$ cat config.mk
export PLATFORM = sky130hd
export DESIGN_NAME = voxel_line_rasterizer
export DESIGN_NICKNAME = d
export VERILOG_FILES = /design/src/hw/rtl/vlr_pkg.sv /design/src/hw/rtl/vlr_step_unit.sv /design/src/hw/rtl/vlr_led_map.sv /design/src/hw/rtl/voxel_line_rasterizer.sv
export SDC_FILE = /design/constraint.sdc
export NUM_CORES = 1
export LEC_CHECK = 0
export ABC_AREA = 1
export BUFFER_PORTS_ARGS = -buffer_cell sky130_fd_sc_hd__buf_4
export CAP_MARGIN = 30
export CORE_MARGIN = 1.5
export CORE_UTILIZATION = 53
export CTS_CLUSTER_DIAMETER = 60
export DETAILED_ROUTE_END_ITERATION = 16
export PLACE_DENSITY = 0.77
export SLEW_MARGIN = 20
export SYNTH_ARGS = -nofsm -noshare
export SYNTH_HDL_FRONTEND = slang
export SYNTH_SLANG_ARGS = --single-unit
$ cat constraint.sdc
create_clock -name aclk -period 4.2 [get_ports aclk]
set_clock_uncertainty 0.05 [all_clocks]
set_input_delay 1.26 -clock aclk [delete_from_list [all_inputs] [get_ports aclk]]
set_output_delay 1.26 -clock aclk [all_outputs]
set_load 0.01 [all_outputs]
$ cat src/hw/rtl/vlr_pkg.sv
// ----------------------------------------------------------------------------
// vlr_pkg
// types, constants and helpers for the voxel line rasterizer
// ----------------------------------------------------------------------------
package vlr_pkg;

    localparam int CUBE_EDGE = 8;
    localparam int COORD_W   = 3;
    localparam int IDX_W     = 9;
    localparam int COLOR_W   = 8;
    localparam int ERR_W     = COORD_W + 3;
    localparam int NUM_AXES  = 3;

    typedef enum logic [1:0] {
        AXIS_X,
        AXIS_Y,
        AXIS_Z
    } axis_t;

    typedef enum logic [1:0] {
        ST_IDLE,
        ST_SETUP,
        ST_WALK
    } state_t;

    typedef struct packed {
        logic [COORD_W-1:0] pos;
        logic               neg;
        logic [COORD_W-1:0] mag;
        logic [ERR_W-1:0]   err;
    } axis_st_t;

    typedef axis_st_t [NUM_AXES-1:0] axes_t;

    function automatic logic [COORD_W-1:0] clamp_coord(input logic [COORD_W-1:0] v);
        if (int'(v) > CUBE_EDGE - 1) begin
            return COORD_W'(CUBE_EDGE - 1);
        end
        return v;
    endfunction

endpackage

$ cat src/hw/rtl/vlr_step_unit.sv
// ----------------------------------------------------------------------------
// vlr_step_unit
// one bresenham step: moves the major axis and updates minor error terms
// ----------------------------------------------------------------------------
module vlr_step_unit
    import vlr_pkg::*;
(
    input  axes_t              axes_in,
    input  axis_t              major,
    input  logic [COORD_W-1:0] steps,
    output axes_t              axes_out
);

    always_comb begin
        axes_out = axes_in;
        for (int a = 0; a < NUM_AXES; a++) begin
            if (int'(major) == a) begin
                axes_out[a].pos = axes_in[a].pos
                                + (axes_in[a].neg ? {COORD_W{1'b1}} : COORD_W'(1));
            end else begin
                if ($signed(axes_in[a].err) > 0) begin
                    axes_out[a].pos = axes_in[a].pos
                                    + (axes_in[a].neg ? {COORD_W{1'b1}} : COORD_W'(1));
                    axes_out[a].err = axes_in[a].err - ERR_W'({steps, 1'b0})
                                    + ERR_W'({axes_in[a].mag, 1'b0});
                end else begin
                    axes_out[a].err = axes_in[a].err + ERR_W'({axes_in[a].mag, 1'b0});
                end
            end
        end
    end

endmodule

$ cat src/hw/rtl/vlr_led_map.sv
// ----------------------------------------------------------------------------
// vlr_led_map
// maps voxel coordinates to a strip index, plain or serpentine wiring
// ----------------------------------------------------------------------------
module vlr_led_map
    import vlr_pkg::*;
(
    input  logic [COORD_W-1:0] x,
    input  logic [COORD_W-1:0] y,
    input  logic [COORD_W-1:0] z,
    input  logic               serpentine,
    output logic [IDX_W-1:0]   led_index
);

    logic [IDX_W-1:0] xm;
    logic [IDX_W-1:0] zm;

    always_comb begin
        xm = IDX_W'(x);
        zm = IDX_W'(z);
        if (serpentine) begin
            if (x[0] && y[0]) begin
                zm = IDX_W'(CUBE_EDGE - 1) - IDX_W'(z);
            end
            if (y[0]) begin
                xm = IDX_W'(CUBE_EDGE - 1) - IDX_W'(x);
            end
        end
        led_index = IDX_W'(y) * IDX_W'(CUBE_EDGE * CUBE_EDGE)
                  + xm * IDX_W'(CUBE_EDGE) + zm;
    end

endmodule

$ cat src/hw/rtl/voxel_line_rasterizer.sv
// ----------------------------------------------------------------------------
// voxel_line_rasterizer
// walks a 3d bresenham line through the cube, one voxel item per step
// ----------------------------------------------------------------------------
// channel  direction  handshake            payload
// s_       in         s_valid / s_ready    start and end points, colour
// m_       out        m_valid / m_ready    voxel coordinates, led index, colour, last
// cfg_     in         cfg_valid/cfg_ready  serpentine_mapping
//
// a line of n voxels (n = largest axis delta + 1, up to 8) is accepted, then
// its deltas and error terms are set up, then it walks one voxel per cycle
// from the shared step unit. the next item is accepted once the last voxel is
// in the output register. reset is synchronous; serpentine mapping resets to 1.
// a stalled output holds the walk; cfg_ready is always high.
// ----------------------------------------------------------------------------
module voxel_line_rasterizer
    import vlr_pkg::*;
(
    input  logic               aclk,
    input  logic               aresetn,

    input  logic               cfg_valid,
    output logic               cfg_ready,
    input  logic               cfg_serpentine_mapping,

    input  logic               s_valid,
    output logic               s_ready,
    input  logic [COORD_W-1:0] s_start_x,
    input  logic [COORD_W-1:0] s_start_y,
    input  logic [COORD_W-1:0] s_start_z,
    input  logic [COORD_W-1:0] s_end_x,
    input  logic [COORD_W-1:0] s_end_y,
    input  logic [COORD_W-1:0] s_end_z,
    input  logic [COLOR_W-1:0] s_red,
    input  logic [COLOR_W-1:0] s_green,
    input  logic [COLOR_W-1:0] s_blue,

    output logic               m_valid,
    input  logic               m_ready,
    output logic [COORD_W-1:0] m_voxel_x,
    output logic [COORD_W-1:0] m_voxel_y,
    output logic [COORD_W-1:0] m_voxel_z,
    output logic [IDX_W-1:0]   m_led_index,
    output logic [COLOR_W-1:0] m_out_red,
    output logic [COLOR_W-1:0] m_out_green,
    output logic [COLOR_W-1:0] m_out_blue,
    output logic               m_last_voxel
);

    state_t             state_reg,    state_next;
    logic               serp_reg;
    axes_t              axes_reg,     axes_next;
    logic [COORD_W-1:0] end_reg [NUM_AXES];
    logic [COORD_W-1:0] end_next [NUM_AXES];
    logic [COLOR_W-1:0] red_reg,      red_next;
    logic [COLOR_W-1:0] green_reg,    green_next;
    logic [COLOR_W-1:0] blue_reg,     blue_next;
    axis_t              major_reg,    major_next;
    logic [COORD_W-1:0] steps_reg,    steps_next;
    logic [COORD_W-1:0] remain_reg,   remain_next;

    logic               m_valid_reg,  m_valid_next;
    logic [COORD_W-1:0] vx_reg,       vx_next;
    logic [COORD_W-1:0] vy_reg,       vy_next;
    logic [COORD_W-1:0] vz_reg,       vz_next;
    logic [IDX_W-1:0]   led_reg,      led_next;
    logic [COLOR_W-1:0] ored_reg,     ored_next;
    logic [COLOR_W-1:0] ogreen_reg,   ogreen_next;
    logic [COLOR_W-1:0] oblue_reg,    oblue_next;
    logic               last_reg,     last_next;

    axes_t              axes_step;
    logic [IDX_W-1:0]   led_cur;

    vlr_step_unit u_step (
        .axes_in  (axes_reg),
        .major    (major_reg),
        .steps    (steps_reg),
        .axes_out (axes_step)
    );

    vlr_led_map u_led_map (
        .x          (axes_reg[AXIS_X].pos),
        .y          (axes_reg[AXIS_Y].pos),
        .z          (axes_reg[AXIS_Z].pos),
        .serpentine (serp_reg),
        .led_index  (led_cur)
    );

    assign cfg_ready = 1'b1;

    always_ff @(posedge aclk) begin
        if (!aresetn) begin
            serp_reg <= 1'b1;
        end else if (cfg_valid && cfg_ready) begin
            serp_reg <= cfg_serpentine_mapping;
        end
    end

    always_ff @(posedge aclk) begin
        if (!aresetn) begin
            state_reg   <= ST_IDLE;
            m_valid_reg <= 1'b0;
        end else begin
            state_reg   <= state_next;
            m_valid_reg <= m_valid_next;
        end
    end

    always_ff @(posedge aclk) begin
        axes_reg   <= axes_next;
        end_reg    <= end_next;
        red_reg    <= red_next;
        green_reg  <= green_next;
        blue_reg   <= blue_next;
        major_reg  <= major_next;
        steps_reg  <= steps_next;
        remain_reg <= remain_next;
        vx_reg     <= vx_next;
        vy_reg     <= vy_next;
        vz_reg     <= vz_next;
        led_reg    <= led_next;
        ored_reg   <= ored_next;
        ogreen_reg <= ogreen_next;
        oblue_reg  <= oblue_next;
        last_reg   <= last_next;
    end

    always_comb begin
        logic [COORD_W:0]   d;
        logic [COORD_W-1:0] mag_v [NUM_AXES];
        logic               neg_v [NUM_AXES];
        axis_t              major_v;
        logic [COORD_W-1:0] steps_v;

        state_next   = state_reg;
        axes_next    = axes_reg;
        end_next     = end_reg;
        red_next     = red_reg;
        green_next   = green_reg;
        blue_next    = blue_reg;
        major_next   = major_reg;
        steps_next   = steps_reg;
        remain_next  = remain_reg;
        m_valid_next = m_valid_reg;
        vx_next      = vx_reg;
        vy_next      = vy_reg;
        vz_next      = vz_reg;
        led_next     = led_reg;
        ored_next    = ored_reg;
        ogreen_next  = ogreen_reg;
        oblue_next   = oblue_reg;
        last_next    = last_reg;
        s_ready      = 1'b0;
        d            = '0;
        major_v      = AXIS_X;
        steps_v      = '0;
        for (int a = 0; a < NUM_AXES; a++) begin
            mag_v[a] = '0;
            neg_v[a] = 1'b0;
        end

        if (m_valid_reg && m_ready) begin
            m_valid_next = 1'b0;
        end

        case (state_reg)
            ST_IDLE: begin
                s_ready = 1'b1;
                if (s_valid) begin
                    axes_next[AXIS_X].pos = clamp_coord(s_start_x);
                    axes_next[AXIS_Y].pos = clamp_coord(s_start_y);
                    axes_next[AXIS_Z].pos = clamp_coord(s_start_z);
                    end_next[AXIS_X]      = clamp_coord(s_end_x);
                    end_next[AXIS_Y]      = clamp_coord(s_end_y);
                    end_next[AXIS_Z]      = clamp_coord(s_end_z);
                    red_next              = s_red;
                    green_next            = s_green;
                    blue_next             = s_blue;
                    state_next            = ST_SETUP;
                end
            end
            ST_SETUP: begin
                for (int a = 0; a < NUM_AXES; a++) begin
                    d        = {1'b0, end_reg[a]} - {1'b0, axes_reg[a].pos};
                    neg_v[a] = d[COORD_W];
                    mag_v[a] = d[COORD_W] ? COORD_W'(-d) : d[COORD_W-1:0];
                end
                if (mag_v[AXIS_X] >= mag_v[AXIS_Y] && mag_v[AXIS_X] >= mag_v[AXIS_Z]) begin
                    major_v = AXIS_X;
                    steps_v = mag_v[AXIS_X];
                end else if (mag_v[AXIS_Y] >= mag_v[AXIS_Z]) begin
                    major_v = AXIS_Y;
                    steps_v = mag_v[AXIS_Y];
                end else begin
                    major_v = AXIS_Z;
                    steps_v = mag_v[AXIS_Z];
                end
                for (int a = 0; a < NUM_AXES; a++) begin
                    axes_next[a].neg = neg_v[a];
                    axes_next[a].mag = mag_v[a];
                    axes_next[a].err = ERR_W'({mag_v[a], 1'b0}) - ERR_W'(steps_v);
                end
                major_next  = major_v;
                steps_next  = steps_v;
                remain_next = steps_v;
                state_next  = ST_WALK;
            end
            ST_WALK: begin
                if (!m_valid_reg || m_ready) begin
                    m_valid_next = 1'b1;
                    vx_next      = axes_reg[AXIS_X].pos;
                    vy_next      = axes_reg[AXIS_Y].pos;
                    vz_next      = axes_reg[AXIS_Z].pos;
                    led_next     = led_cur;
                    ored_next    = red_reg;
                    ogreen_next  = green_reg;
                    oblue_next   = blue_reg;
                    last_next    = (remain_reg == '0);
                    if (remain_reg == '0) begin
                        state_next = ST_IDLE;
                    end else begin
                        axes_next   = axes_step;
                        remain_next = remain_reg - COORD_W'(1);
                    end
                end
            end
            default: begin
                state_next = ST_IDLE;
            end
        endcase
    end

    assign m_valid      = m_valid_reg;
    assign m_voxel_x    = vx_reg;
    assign m_voxel_y    = vy_reg;
    assign m_voxel_z    = vz_reg;
    assign m_led_index  = led_reg;
    assign m_out_red    = ored_reg;
    assign m_out_green  = ogreen_reg;
    assign m_out_blue   = oblue_reg;
    assign m_last_voxel = last_reg;

endmodule

==> flow_summary.ini, run 1 <==
[status]
outcome = completed

[clocking]
cts_max_level = 4
postCtsSetupRepairBufs = 0
clockBufferDepth = 2
cts_buffers = 17
insertion_delay_ps = 420
hold_buffers = 0
path_clk_slew_ps = 60
cts_tree = done
cts_resized = 0
cts_root_buf = clkbuf_16
cts.sinks = 123

[setup_path]
slowest_delay_ps = 520
crit_type = reg -> reg
worstPathRequired_ps = 4320
reg2reg_depth = 19
crit_chain = ha_1 -> fa_1 -> ha_1 -> inv_1 -> nand2_1 -> nand3_1 -> nand2_1 -> nand2_1 -> nand2_1 -> nand4_1 -> nand2_2 -> nand2_2 -> nand2_1 -> inv_1 -> ha_1 -> inv_1 -> nand3_1 -> nand3_1 -> nand2_1
crit_path_start_kind = flop
path_max_fanout = 6
slowest_stage = edfxtp_1
crit_arrival_ps = 3680
end_kind = flop
crit_path_frequent_cell = nand2_1

[logic_synthesis]
ys_ff_latch = 123
synth-async-reset-ratio = 0
synth_edf_count = 119
synth_warnings = 0
syn_inst = 697
ys_seq_area_frac = 0.5302
synth_fp_nets = 808
synth_area_sq_um = 6890
synthFlopType = edfxtp_1
synth.avg_cell_area_sq_um = 9.886
ys_types = 34

[grt]
grtUsageTotal = 0.2405
overflow = 0
grt_pass1_vias = 5167
grt_pass1_wl_microns = 24460
grt_max_degree = 41
antenna_found_initial = 0

[final_layout]
largest_reg_flops = 38
fillers = 969
antenna_cells = 0
final_nets = 913
multiInputGateArea_sq_um = 2678
syn_to_final_growth_pct = 21.12
stdcell_count = 987
drive_above_1_share = 0.1926
seq_area_sq_um = 3654

[routing]
first_pass_iters = 6
drt_first_iter_violations = 380
antenna_left = 0
wl_microns = 15280
viasPerCell = 5.176
vias = 5109
drc = 0
wire_per_inst_microns = 15.48

[timing]
fmax_ghz = 0.2807
rsz0062_at_grt = no
hold_viol = 0
fin_ws_ps = 637.8
period_share = 0.8482
setup_viol = 0
min_period_ps = 3562
max-slew-margin-rel = 0.3608
worst_pin_slew_ps = 948.7
finalMaxSlewViolations = 0
tns_ps = 0

[run]
maxCapViolCount = 0

[power_and_ir_drop]
powerDensity_nw_per_um2 = 625.1
p_leak_nw = 3.920
vdd_ir_drop_max_uv = 274.9
p_total_mw = 5.217

[floorplanning]
die_area_sq_um = 13690
initial_utilization = 0.5438
fp.dieH_microns = 117.0
io_pins = 94
num_rows = 41
core-area_sq_um = 12670
die_w_microns = 117.0

[place]
port_buffers = 92
dp.cells = 955
place.gp.congestion = 0.8612
dp_slack_ps = 742.5
hpwl_microns = 11260

[worst_hold_path]
holdPathStages = 0
min_path_type = reg -> reg
worst max-delay path: cells and delay by family, from the launching register on:
kind | cells | cell delay (ps)
AND/OR/NAND/NOR | 12 | 1440
buffers and inverters | 3 | 180
adder cells (fa/ha/maj) | 4 | 1130
flip-flops | 1 | 520
placed cells by master (no fill, tap or decap), types with 12 or more instances in the layout:
cell type | synthesis | routed
nand2_2 | 12 | 12
fa_1 | 21 | 21
a21oi_1 | 35 | 35
o21ai_0 | 32 | 32
nand3_1 | 36 | 36
xor2_1 | 12 | 12
ha_1 | 42 | 42
nor2_1 | 48 | 47
inv_1 | 132 | 132
nand2_1 | 152 | 152
clkbuf_16 | 0 | 17
edfxtp_1 | 119 | 119
buf_4 | 4 | 96
layout make-up:
| cell class | count | share of cell area |
|---|---|---|
| Clock inverter | 15 | 0.01664 |
| Multi-Input combinational cell | 427 | 0.3208 |
| Inverter | 137 | 0.06162 |
| Timing Repair Buffer | 96 | 0.08636 |
| Clock buffer | 17 | 0.05097 |
| Sequential cell | 123 | 0.4378 |
| Tap cell | 172 | 0.02579 |
cell usage after synthesis, types with 2 or more instances:
master | n | area share
a21oi_1 | 35 | 0.025
o21ai_1 | 3 | 0.0022
edfxtp_1 | 119 | 0.52
nand3_1 | 36 | 0.026
xnor2_1 | 4 | 0.0051
clkbuf_1 | 6 | 0.0033
o21ai_0 | 32 | 0.023
ha_1 | 42 | 0.076
a21oi_2 | 2 | 0.0025
or2_2 | 5 | 0.0045
inv_2 | 4 | 0.0022
nand2_2 | 12 | 0.011
nand2_1 | 152 | 0.083
o21a_1 | 2 | 0.0022
nand4_1 | 5 | 0.0045
xor2_1 | 12 | 0.015
fa_1 | 21 | 0.061
buf_4 | 4 | 0.0044
nand3_2 | 4 | 0.0058
dfxtp_1 | 4 | 0.012
nor3_1 | 2 | 0.0015
nor2_1 | 48 | 0.026
inv_1 | 132 | 0.072
layer usage:
metal	wire length, microns	global-route usage
met1	6247	0.2785
met2	7849	0.4285
met3	808	0.05870
met4	371	0.1004
met5	0	0
worst paths after layout:
kind	to	start	slack, ps
max	axes_reg[15]	axes_reg[23]	640
min	m_out_blue[6]	blue_reg[6]	360
max reg2reg	axes_reg[15]	axes_reg[23]	640
min reg2reg	m_out_blue[6]	blue_reg[6]	360
power breakdown:
part / internal, mW / switching (mW)
clock: 0.822 / 0.568
sequential: 1.61 / 0.0861
combinational: 0.772 / 1.36
total: 3.21 / 2.01
stage by stage:
stage / hold WS, ps / util / area (sq um)
CTS: 360.8 / 0.6586 / 8346
detailed placement: 354.5 / 0.6141 / 7781
floorplan: 350.3 / - / 6890
global placement: 350.2 / 0.6141 / 7781
global route: 372.3 / 0.6586 / 8346
finish: 358.2 / 0.6586 / 8346
cells by family after synthesis:
logic type / after synthesis / share of synthesized area
compound gates: 82 / 0.06592
fa+ha+maj: 63 / 0.1373
xor+xnor: 16 / 0.02034
other cells: 1 / 0.0005442
buf+inv: 147 / 0.08226
simple gates: 265 / 0.1634
flops: 123 / 0.5302
Note: power is estimated with default switching activity, not from simulation.
==> run 2: changes to the inputs <==
Settings changed: CORE_UTILIZATION 53 to 58, PLACE_DENSITY 0.77 to 0.8.
Clock period 4.2 ns to 3.4 ns, I/O delays scaled along.
==> run 2 against run 1 <==
Net effect:
- routed wire length is 18% higher
- utilization is 10 points higher
- maximum frequency is 5.3% higher
- combinational power is 54% higher
- die area is 8.4% lower
- cell count is 0.61% lower
- critical endpoint is now axes_reg[5]
- largest cell class unchanged
- largest power group unchanged
==> flow_summary.ini, run 2 (same netlist as run 1, synthesis figures left out) <==
[final_layout]
antenna_cells = 0
syn_to_final_growth_pct = 26.84
fillers = 667
largest_reg_flops = 38
final_common_cell = nand2_1
final_cell_mix = nand2_1, inv_1, edfxtp_1, buf_4, nor2_1
stdcell_count = 981
final_nets = 936
drive_above_1_share = 0.2709

[timing]
whs_ps = 373.0
max-slew-margin-rel = 0.3817
worst_pin_slew_ps = 917.8
finalMaxSlewViolations = 0
min_period_ps = 3384
setup_viol = 0
period_share = 0.9952
hold_viol = 0
fin_ws_ps = 16.18
fmax_ghz = 0.2955

[power_and_ir_drop]
pwr-share-clk = 0.241
p_sw_mw = 2.888
p_leak_nw = 4.079
vdd_ir_drop_max_uv = 499.9
powerDensity_nw_per_um2 = 810.3
p_seq_frac = 0.296
intPower_mw = 4.193
sw_frac_of_total = 0.4079
p_comb_frac = 0.463

[clocking]
cts_root_buf = clkbuf_16
path_clk_slew_ps = 60
cts_tree = done
clockBufferDepth = 2
cts_buffers = 17
insertion_delay_ps = 420
cts_max_level = 4
hold_buffers = 0
cts.sinks = 123

[setup_path]
rr_endpoint = axes_reg[5]
crit_arrival_ps = 3500
worstPathRequired_ps = 3520
end_kind = flop
reg2reg_depth = 21
reg2reg_from = end_reg[3]
crit_type = reg -> reg
crit_path_start_kind = flop
r2r_slack_ps = 20
path_max_fanout = 4

[worst_hold_path]
min_path_type = reg -> reg
min_to = m_out_green[0]
hold_start = green_reg[0]
holdPathStages = 0

[run]
maxCapViolCount = 0

[floorplanning]
initial_utilization = 0.5983
fp.dieH_microns = 112.0
io_pins = 94
die_area_sq_um = 12540
die_w_microns = 112.0
num_rows = 39
core-area_sq_um = 11520

[status]
outcome = completed

[routing]
antenna_left = 0
vias = 5521
wl_microns = 17980
first_pass_iters = 6
drc = 0
drt_first_iter_violations = 576
viasPerCell = 5.628
wire_per_inst_microns = 18.33

[grt]
grt_pass1_vias = 5376
grtUsageTotal = 0.2614
overflow = 0
grt_pass1_wl_microns = 25450
grt_max_degree = 41
antenna_found_initial = 0

[place]
dp.cells = 930
hpwl_microns = 11490
place.gp.congestion = 0.9299
port_buffers = 92
dp_slack_ps = -8.145
==> run 2: critical path: stages (launching register included) <==
cell	delay, ps
edfxtp_1	370
inv_1	90
ha_2	200
fa_1	460
ha_1	220
o21ai_0	100
nand3_1	160
nand2_2	170
nand2_1	90
nand2_2	130
nand3_2	130
nand3_4	160
nand2_4	100
nand2_4	100
nand2_2	50
inv_1	60
ha_2	160
inv_2	40
nand2_1	70
nand3_2	90
nand2_2	80
o21ai_1	70
==> run 2: power groups by stage <==
| stage | Sequential (mW) | Combinational, mW | Clock, mW |
|---|---|---|---|
| 6_report | 2.10 | 3.28 | 1.70 |
| 5_1_grt | 2.12 | 3.63 | 1.76 |
| 4_1_cts | 2.10 | 2.63 | 1.70 |
| 3_5_place_dp | 2.12 | 2.58 | 0 |
| 3_3_place_gp | 2.11 | 2.46 | 0 |
| 2_1_floorplan | 2.10 | 1.94 | 0 |
==> run 2: routing by layer <==
metal / track usage / up-vias / part of all wire
li1: - / 2526 / -
met1: 0.3154 / 2621 / 0.37
met2: 0.4638 / 290 / 0.52
met3: 0.05607 / 84 / 0.066
met4: 0.09789 / 0 / 0.039
met5: 0 / - / 0
==> run 2: how the worst max path moves through the flow <==
stage | from | endpoint | slack, ps | depth (start not counted)
after floorplan | m_ready | axes_reg[27] | 200 | 4
after global placement | axes_reg[36] | axes_reg[18] | 200 | 21
after detailed placement | axes_reg[36] | axes_reg[5] | -8 | 21
after CTS | axes_reg[36] | axes_reg[5] | 10 | 22
after global routing | end_reg[3] | axes_reg[5] | -100 | 21
final | end_reg[3] | axes_reg[5] | 20 | 21
==> run 2: final cells by class <==
type / count / area [sq um] / share of cell area
repair buffers: 119 / 893.4 / 0.1022
clock buffers: 17 / 425.4 / 0.04868
well taps: 143 / 178.9 / 0.02047
flip-flops and latches: 123 / 3654 / 0.4180
inverters: 137 / 514.2 / 0.05884
clock inverters: 15 / 130.1 / 0.01489
multi-input cells: 427 / 2944 / 0.3369
==> run 2: per-stage QoR <==
step / setup TNS [ps] / util / power (mW) / instance area [sq um]
after floorplan: 0 / - / 4.044 / 6893
after detailed placement: -8.145 / 0.6751 / 4.707 / 7775
after global placement: 0 / 0.6751 / 4.570 / 7775
after global routing: -608.6 / 0.7589 / 7.506 / 8740
after CTS: 0 / 0.7240 / 6.429 / 8338
final: 0 / 0.7589 / 7.081 / 8740
==> run 2: what timing repair did <==
action                     4_1_cts  5_1_grt
gates resized for setup          2       65
pin swaps                        0       36
setup endpoints to repair        4       14
buffers inserted                 0       19
==> run 3: changes to the inputs <==
Settings changed: CAP_MARGIN 30 to 40, CORE_UTILIZATION 58 to 59, PLACE_DENSITY 0.8 to 0.81, SYNTH_HIERARCHICAL from default to 1.
==> run 3 against run 2 <==
Net effect:
- combinational power increased by 13%
- cell count grew 18%
- worst hold slack worse by 5.9 ps
- critical path depth is 2 lower
- synthesized cell count up 25%
- maximum frequency grew 2.6%
- utilization shrank 2.4 points
- synthesized area is 14% higher
- cell area is 7.5% higher
- routed wire length shrank 2.3%
- clock power rose by 4%
- global-route usage is 0.65 points lower
- largest power group unchanged
==> flow_summary.ini, run 3 <==
[setup_path]
crit_path_start_kind = flop
slowest_delay_ps = 530
cp_top_family = simple AND/OR/NAND/NOR gates
crit_arrival_ps = 3430
worstPathRequired_ps = 3530
end_kind = flop
crit_type = reg -> reg
slowest_stage = fa_1
crit_path_frequent_cell = nand2_1
crit_buf_inv = 3
crit_chain = ha_4 -> fa_1 -> ha_1 -> inv_1 -> nand3_1 -> nand3_1 -> nand2_2 -> nand2_1 -> nand2_2 -> nand4_1 -> nand3_2 -> nand2_1 -> inv_1 -> ha_1 -> inv_1 -> nand2_1 -> nand3_1 -> nand2_1 -> nand2_1
path_max_fanout = 4

[timing]
rsz0062_at_grt = yes
setup_viol = 0
period_share = 0.9700
hold_viol = 0
tns_ps = 0
whs_ps = 367.0
fmax_ghz = 0.3032
worst_pin_slew_ps = 581.1
max-slew-margin-rel = 0.6120
finalMaxSlewViolations = 0
min_period_ps = 3298

[logic_synthesis]
ys_top_cells_by_count = nand2_1, inv_1, edfxtp_1
synth_warnings = 6
yosys.area_share.simple = 0.2518
synth_area_leader_cell = edfxtp_1
synth_area_sq_um = 7845
ys_top_cells_by_area = edfxtp_1, nand2_1, inv_1, ha_1, fa_1
synth_fa_ha_area_frac = 0.1206
ys_seq_area_frac = 0.4810
post-synth-top-count-cell = nand2_1
synth_top_family_by_area = simple AND/OR/NAND/NOR gates
synth_top_area_frac = 0.4708
syn_inst = 868
synthFlopType = edfxtp_1
synth_xor_area_frac = 0.01659
ys_ff_latch = 127
synth.avg_cell_area_sq_um = 9.038
synth_compound_area_frac = 0.03381
synth-async-reset-ratio = 0
synth_fp_nets = 979
synth_mux_area_frac = 0
synth_edf_count = 123
ys_types = 37

[final_layout]
drive_above_1_share = 0.2305
largest_reg_flops = 39
final_common_cell = nand2_1
syn_to_final_growth_pct = 19.71
antenna_cells = 0
final_area_sq_um = 9392
utilization = 0.7352
final_nets = 1083
final_cell_mix = nand2_1, inv_1, edfxtp_1

[grt]
grt_pass1_wl_microns = 27680
overflow = 0
antenna_found_initial = 0
grt_pass1_vias = 5866
grtUsageTotal = 0.2549
grt_max_degree = 55

[routing]
drt_first_iter_violations = 433
wl_microns = 17570
antenna_left = 0
first_pass_iters = 5
highest_layer = met4
met1_length_microns = 7129
vias = 6056
wl_met2_microns = 9232
route.met3.wl_microns = 963
drc = 0
wire_per_inst_microns = 15.18
viasPerCell = 5.234

[power_and_ir_drop]
vdd_ir_drop_max_uv = 556.7
p_total_mw = 7.748
powerDensity_nw_per_um2 = 825.0
p_leak_nw = 4.520

[place]
dpl_cell_area_sq_um = 8678
port_buffers = 92
place.gp.congestion = 0.9281
hpwl_microns = 12200

[status]
outcome = completed

[clocking]
cts_root_buf = clkbuf_16
cts_max_level = 4
clockBufferDepth = 2
cts_buffers = 17
cts.sinks = 127
path_clk_slew_ps = 60
cts_tree = done
hold_buffers = 0
insertion_delay_ps = 430

[floorplanning]
fp.dieH_microns = 118.3
die_w_microns = 118.3
num_rows = 41
die_area_sq_um = 14000
io_pins = 94
core-area_sq_um = 12770
initial_utilization = 0.6142

[run]
maxCapViolCount = 0

[worst_hold_path]
min_path_type = reg -> reg
==> run 3: cell type report <==
class / instances / area (sq um)
sequential: 127 / 3774
clock buffer: 17 / 425.4
fill: 854 / 3382
tap: 172 / 215.2
inverter: 151 / 570.5
multi-input combinational: 563 / 3421
timing repair buffer: 112 / 840.8
clock inverter: 15 / 145.1
==> run 3: metrics by stage <==
stage	setup WS, ps	cells
3_5_place_dp	112.4	1117
4_1_cts	26.45	1149
5_1_grt	-40.44	1157
6_report	101.8	1157
2_1_floorplan	134.8	868
3_3_place_gp	192.8	1116
==> run 3: layer usage <==
metal  track usage  vias to the layer above
li1              -                     2971
met1        0.3069                     2844
met2        0.4513                      217
met3       0.05357                       24
met4       0.09146                        0
met5             0                        -
==> run 3: power breakdown <==
part           switching, mW  leakage (nW)  internal, mW
registers              0.173          1.18          2.10
clock network          0.685         0.264          1.07
logic                   2.29          3.07          1.43
==> run 3: repair_timing <==
item,in CTS,in global routing
setup endpoints to repair,0,12
resized for setup,0,19
setup buffers,0,8
==> run 3: logic make-up (layout without fill, tap and decap cells) <==
| family | Yosys count | after routing |
|---|---|---|
| buffers and inverters | 178 | 295 |
| other | 1 | 1 |
| XOR/XNOR | 14 | 14 |
| AO/OA/AOI/OAI | 48 | 48 |
| AND/OR/NAND/NOR | 437 | 437 |
| flip-flops | 127 | 127 |
| adder cells (fa/ha/maj) | 63 | 63 |
==> run 3: worst paths after layout <==
check / startpoint / to / slack (ps) / cells past startpoint
worst max-delay path: axes_reg[23] / axes_reg[31] / 100 / 19
worst min-delay path: red_reg[5] / m_out_red[5] / 370 / 0
worst max register to register: axes_reg[23] / axes_reg[31] / 100 / 19
worst min register to register: red_reg[5] / m_out_red[5] / 370 / 0
==> run 3: worst register-to-register path: cells and delay by family, from the launching register on <==
family / cells / cell delay (ps)
simple gates: 12 / 1380
fa+ha+maj: 4 / 1040
flops: 1 / 430
buf+inv: 3 / 170
